==> config.mk <==
export PLATFORM = sky130hd
export DESIGN_NAME = pjs_front
export DESIGN_NICKNAME = d
export VERILOG_FILES = /design/src/pjs_pkg.sv /design/src/pjs_front.sv
export SDC_FILE = /design/constraint.sdc
export NUM_CORES = 1
export LEC_CHECK = 0
export BUFFER_PORTS_ARGS = -buffer_cell sky130_fd_sc_hd__buf_2
export CAP_MARGIN = 20
export CELL_PAD_IN_SITES_DETAIL_PLACEMENT = 1
export CELL_PAD_IN_SITES_GLOBAL_PLACEMENT = 1
export CORE_MARGIN = 2
export CORE_UTILIZATION = 45
export CTS_CLUSTER_SIZE = 25
export DETAILED_ROUTE_END_ITERATION = 7
export GPL_ROUTABILITY_DRIVEN = 0
export HOLD_SLACK_MARGIN = 0.03
export PLACE_DENSITY_LB_ADDON = 0.25
export SYNTH_ARGS = -nofsm -noshare
export SYNTH_HDL_FRONTEND = slang
export SYNTH_SLANG_ARGS = --single-unit
==> constraint.sdc <==
create_clock -name clk_i -period 5.9 [get_ports clk_i]
set_input_delay 1.18 -clock clk_i [delete_from_list [all_inputs] [get_ports clk_i]]
set_output_delay 1.18 -clock clk_i [all_outputs]
set_load 0.02 [all_outputs]
==> src/pjs_pkg.sv <==
package pjs_pkg;

  localparam int unsigned TS_W             = 48;
  localparam int unsigned PER_W            = 24;
  localparam int unsigned MEAN_W           = 28;
  localparam int unsigned VAR_W            = 46;
  localparam int unsigned SD_W             = 28;
  localparam int unsigned SEEN_W           = 32;
  localparam int unsigned SQRT_IN_W        = 2 * SD_W;
  localparam int unsigned VCLAMP_W         = SQRT_IN_W - 8;
  localparam int unsigned WINDOW_DEPTH_DEF = 64;

  localparam logic [PER_W-1:0] TARGET_RST = 24'd100000;
  localparam logic [PER_W-1:0] THRESH_RST = 24'd5000;

  typedef enum logic [0:0] {
    REG_TARGET = 1'b0,
    REG_THRESH = 1'b1
  } pjs_reg_e;

  typedef enum logic [3:0] {
    ST_IDLE,
    ST_RD,
    ST_SQ,
    ST_UPD,
    ST_MUL,
    ST_SUB,
    ST_DST,
    ST_DIV,
    ST_RST,
    ST_ROOT,
    ST_OUT
  } pjs_state_e;

  typedef struct packed {
    logic             has;
    logic [PER_W-1:0] period;
  } pjs_item_t;

  typedef struct packed {
    logic [PER_W-1:0] target;
    logic [PER_W-1:0] thresh;
  } pjs_cfg_t;

endpackage

==> src/pjs_front.sv <==
module pjs_front (
  input  logic                     clk_i,
  input  logic                     rst_ni,
  input  logic                     in_valid_i,
  output logic                     in_ready_o,
  input  logic [pjs_pkg::TS_W-1:0] timestamp_us_i,
  output logic                     q_valid_o,
  input  logic                     q_ready_i,
  output pjs_pkg::pjs_item_t       q_item_o
);
  import pjs_pkg::*;

  logic [TS_W-1:0] prev_q;
  logic            prev_vld_q;
  logic [TS_W:0]   diff;
  pjs_item_t       new_item;
  pjs_item_t       buf_q [2];
  logic            wp_q, rp_q;
  logic [1:0]      cnt_q;
  logic            push, pop;

  assign diff = {1'b0, timestamp_us_i} - {1'b0, prev_q};

  always_comb begin
    new_item.has = prev_vld_q;
    if (!prev_vld_q || diff[TS_W]) begin
      new_item.period = '0;
    end else if (|diff[TS_W-1:PER_W]) begin
      new_item.period = '1;
    end else begin
      new_item.period = diff[PER_W-1:0];
    end
  end

  assign in_ready_o = (cnt_q != 2'd2);
  assign q_valid_o  = (cnt_q != 2'd0);
  assign q_item_o   = buf_q[rp_q];
  assign push       = in_valid_i & in_ready_o;
  assign pop        = q_valid_o & q_ready_i;

  always_ff @(posedge clk_i or negedge rst_ni) begin
    if (!rst_ni) begin
      prev_q     <= '0;
      prev_vld_q <= 1'b0;
      wp_q       <= 1'b0;
      rp_q       <= 1'b0;
      cnt_q      <= 2'd0;
    end else begin
      if (push) begin
        prev_q     <= timestamp_us_i;
        prev_vld_q <= 1'b1;
        wp_q       <= ~wp_q;
      end
      if (pop) begin
        rp_q <= ~rp_q;
      end
      unique case ({push, pop})
        2'b10:   cnt_q <= cnt_q + 2'd1;
        2'b01:   cnt_q <= cnt_q - 2'd1;
        default: cnt_q <= cnt_q;
      endcase
    end
  end

  always_ff @(posedge clk_i) begin
    if (push) begin
      buf_q[wp_q] <= new_item;
    end
  end

endmodule

* After elaboration in Yosys (flattened, before gate mapping) *
Memories as Yosys holds them, arrays and structs flattened.
Index checks and enable logic that the tools add are counted.
W data, S select, Z words.

word-level totals
  memories = 1
  word-level logic and storage cells = 26
  bits of input ports = 52
  bits in writable memories = 50
  bits in registers = 53

memory list
  memory  words  width  rd ports  clocked after memory_dff  write ports  line             RTL
  buf_q   2      25     1         0                         1            pjs_front.sv:17  pjs_item_t buf_q [2];

operators by class
  muxes and demuxes = 5
  bitwise logic cells = 4
  $add $sub $neg = 3
  reductions and logical operators = 5
  equal/unequal tests = 3

operators by type and width
  cell                   number
  $sub A48 B48 Y49       1
  $mux W24               2
  $reduce_or A24 Y1      1
  $pmux W2 S2            1
  $reduce_bool A2 Y1     2
  $add A2 B1 Y2 const B  1
  $and A1 B1 Y1          2
  $eq A2 B1 Y1 const B   1
  $eq A2 B2 Y1 const B   1
  $mux W1                2
  $ne A2 B2 Y1 const B   1
  $not A1 Y1             2
  $sub A2 B1 Y2 const B  1
  $logic_not A1 Y1       1
  $logic_or A1 B1 Y1     1

* Depth between registers and ports, before layout *
  word-level depth = 4
  gate-level depth with buffers = 15

* Worst setup path before layout *
No wires, ideal clock.

  path kind = input port to flip-flop
  start point = input timestamp_us_i[0] in the netlist's numbering
  end point = memory buf_q[0][15] in the netlist's numbering (data pin)
  stages on the path = 15
  setup time = 258 ps
  slack = 1410 ps
  data arrival time = 4232 ps
  cells stage by stage = inv_1 > ha_1 > fa_1 > nand2b_1 > a21oi_2 > o21bai_1 > a211o_1 > a21o_1 > a2111oi_4 > nor3b_1 > a2bb2oi_1 > a2111oi_2 > nand4_2 > buf_6 > o21a_1

RTL lines
  element             line             RTL
  start: declaration  pjs_front.sv:6   input logic [pjs_pkg::TS_W-1:0] timestamp_us_i,
  end: declaration    pjs_front.sv:17

==> impl_metrics.env <==
export IMPL_hold_ws_ns=0.4991
export IMPL_cts_buffers=9
export IMPL_drive_gt1_frac=0.2392
export IMPL_cts_setup_buffers=0
export IMPL_ys_flop_type="dfrtp_1"
export IMPL_synth_avg_cell_area_sq_um=9.874
export IMPL_maxClockFrequency_mhz=217.9
export IMPL_worst_r2r_endpoint="buf_q[0][9]"
export IMPL_drv_slew=0
export IMPL_ys_seq_area_frac=0.3880
export IMPL_clock_skew_ns=0.006351
export IMPL_syn_inst=738
export IMPL_dieHeight_um=131.3
export IMPL_htreeDepth=3
export IMPL_relSlewSlack=0.5091
export IMPL_crit_family="compound AO/OA/AOI/OAI gates"
export IMPL_firstDrtPassIters=5
export IMPL_rows=46
export IMPL_wl_per_cell_um=18.93
export IMPL_drcViolationCount=0
export IMPL_diodes=0
export IMPL_cts_root_buffer="clkbuf_16"
export IMPL_rsz0062_at_grt="no"
export IMPL_synthToLayoutAreaGrowth_pct=12.00
export IMPL_hold_violations=0
export IMPL_mostFrequentLayoutCells="buf_2 (78), mux2_2 (73), inv_1 (58), nand2_1 (57), a21oi_1 (54)"
export IMPL_path_clk_slew_ns=0.07
export IMPL_reg2reg_slack_ns=1.87
export IMPL_ant_nets=0
export IMPL_path_depth=16
export IMPL_fin_crit_sh=0.7779
export IMPL_post_cts_resized=0
export IMPL_startpoint="timestamp_us_i[0]"
export IMPL_end_kind="flop"
export IMPL_drt_iter0_markers=261
export IMPL_power_frac_clock=0.139
export IMPL_maxCapViolCount=0
export IMPL_grt_max_degree=55
export IMPL_endpoint="buf_q[0][9]"
export IMPL_critPathMaxStageDelay_ns=0.41
export IMPL_track_usage=0.2295
export IMPL_cp_data_arrival_time_ns=4.70
export IMPL_yosys_warnings=0
export IMPL_final_common_cell="buf_2"
export IMPL_p_sw_frac=0.4489
export IMPL_sequentialPowerShare=0.268
export IMPL_synth_nets=840
export IMPL_start_util=0.4604
export IMPL_clk_latency_ns=0.36
export IMPL_overflow=0
export IMPL_cts_buffer_depth=2
export IMPL_synth_edff_count=50
export IMPL_reg2reg_from="prev_q[0]"
export IMPL_via_per_inst=5.743
export IMPL_tns_ns=0
export IMPL_hpwl_um=14790
export IMPL_crit_chain="buf_2, inv_1, ha_1, fa_1, nand2b_1, a21oi_2, o21bai_1, a211o_1, a21o_1, a2111oi_4, nor3b_1, a2bb2oi_1, a2111oi_2, nand4_2, buf_4, o21a_1"
export IMPL_slowest_stage="fa_1"
export IMPL_synth_area_sq_um=7287
export IMPL_portBuffers=78
export IMPL_power_density_nw_per_um2=558.4
export IMPL_crit_type="input port to flop"
export IMPL_cp_required_ns=6.01
export IMPL_intPower_w=0.002512
export IMPL_tightest_slew_ns=0.7363
export IMPL_grt_pass1_vias=6105
export IMPL_synthArstFlopShare=0.5146
export IMPL_dieWidth_um=131.3
export IMPL_power_switching_w=0.002046
export IMPL_cts_tree="yes"
export IMPL_startpoint_type="input port"
export IMPL_ys_seq_elements=103
export IMPL_final_nets=904
export IMPL_final_util=0.5157
export IMPL_vias=5875
export IMPL_outcome="finished, final reports clean"
export IMPL_crit_path_max_fanout=24
export IMPL_ys_types=70
export IMPL_min_delay_start="prev_q[0]"
export IMPL_clkSinkCount=103
export IMPL_reg2regPathDepth=14
export IMPL_pwr_share_comb=0.592
export IMPL_grt_pass1_wl_um=31820
export IMPL_coreArea_sq_um=15830
export IMPL_p_leak_nw=3.487
export IMPL_fin_area_sq_um=8162
export IMPL_irDropWorstVdd_uv=226.7
export IMPL_place_area_sq_um=7858
export IMPL_dieArea_sq_um=17230
export IMPL_cts_hold_fix_buffers=0
export IMPL_finalCriticalPeriod_ns=4.589
export IMPL_min_delay_path_class="flop to flop"
export IMPL_drt_wl_total_um=19370
export IMPL_ioPinCount=79
export IMPL_fillers=1810
export IMPL_cp_buffers_inverters=3
export IMPL_finalSetupViolations=0
export IMPL_antenna_found_initial=0
[per-layer routing]
metal  vias up  wire length (um)  track usage
met2       127              9629       0.3950
met5         -                 0            0
met1      2916              8664       0.3005
met3        22               751      0.03858
met4         0               319      0.05978
li1       2810                 -            -
[layout make-up]
| cell class | instances | area, sq um | share of cell area |
|---|---|---|---|
| multi-input combinational | 545 | 4084 | 0.5004 |
| clock buffer | 10 | 229.0 | 0.02805 |
| inverter | 58 | 217.7 | 0.02667 |
| timing repair buffer | 85 | 457.9 | 0.05611 |
| clock inverter | 6 | 75.07 | 0.009198 |
| tap | 216 | 270.3 | 0.03311 |
| sequential | 103 | 2828 | 0.3465 |
[cell families (layout without fill, tap and decap cells)]
kind of cell    after synthesis  in the layout  synth area share
xor+xnor                     38             38           0.04567
buf+inv                      90            159           0.05306
compound gates              196            196            0.1837
flops                       103            103            0.3880
fa+ha+maj                    50             50           0.08688
mux                          76             76            0.1169
simple gates                185            185            0.1257
[worst min-delay path, cell delays in order (launching register included)]
cell and delay [ns]:
dfrtp_1 0.36, nand2_1 0.05, o21ai_0 0.06
[flip-flops by register name, summed over array words and instances (netlist names)]
signal and count:
buf_q 50, rp_q 1, wp_q 1, prev_q 48, cnt_q 2, prev_vld_q 1
[power by group through the flow]
stage | clock [W] | combinational, W | sequential, W
finish | 0.000634 | 0.00270 | 0.00122
global route | 0.000675 | 0.00297 | 0.00126
CTS | 0.000647 | 0.00270 | 0.00123
detailed placement | 0 | 0.00267 | 0.00124
global placement | 0 | 0.00256 | 0.00124
floorplan | 0 | 0.00201 | 0.00118
[synthesized netlist by cell type, drive strengths merged, types with 3 or more instances]
master / number / share of area
nor3b: 3 / 0.0031
xnor2: 23 / 0.028
or3: 3 / 0.0026
a21o: 16 / 0.016
buf: 18 / 0.016
a31oi: 6 / 0.0052
xor2: 15 / 0.018
mux2: 73 / 0.11
o21a: 30 / 0.031
nand3: 13 / 0.0089
nand2: 59 / 0.031
o211ai: 4 / 0.0041
nor2b: 6 / 0.0052
o221ai: 3 / 0.0036
inv: 58 / 0.030
nand4: 17 / 0.015
nor4: 4 / 0.0043
and4: 3 / 0.0036
a2111oi: 3 / 0.0079
o21bai: 7 / 0.0072
and2: 4 / 0.0034
a41oi: 3 / 0.0062
edfxtp: 50 / 0.21
dfrtp: 53 / 0.18
mux2i: 3 / 0.0041
o21ai: 42 / 0.029
nor3: 12 / 0.0082
a21oi: 58 / 0.043
ha: 49 / 0.084
and3: 5 / 0.0043
nand2b: 8 / 0.0069
clkbuf: 14 / 0.0072
nor2: 40 / 0.021
[how the worst min path moves through the flow]
| stage | cells past startpoint | slack [ns] | endpoint |
|---|---|---|---|
| finish | 2 | 0.50 | prev_q[0] |
| global route | 1 | 0.52 | cnt_q[1] |
| CTS | 2 | 0.50 | prev_q[0] |
| detailed placement | 2 | 0.48 | prev_q[0] |
| global placement | 1 | 0.47 | cnt_q[1] |
| floorplan | 0 | 0.45 | buf_q[0][24] |
[stage by stage]
stage          setup WS [ns]  total power [W]  instances
2_1_floorplan          1.410         0.003196        738
3_3_place_gp           1.112         0.003795       1005
3_5_place_dp          0.9465         0.003918       1007
4_1_cts                1.320         0.004577       1023
5_1_grt                1.156         0.004901       1023
6_report               1.311         0.004557       1023
Note: power is estimated with default switching activity, not from simulation.
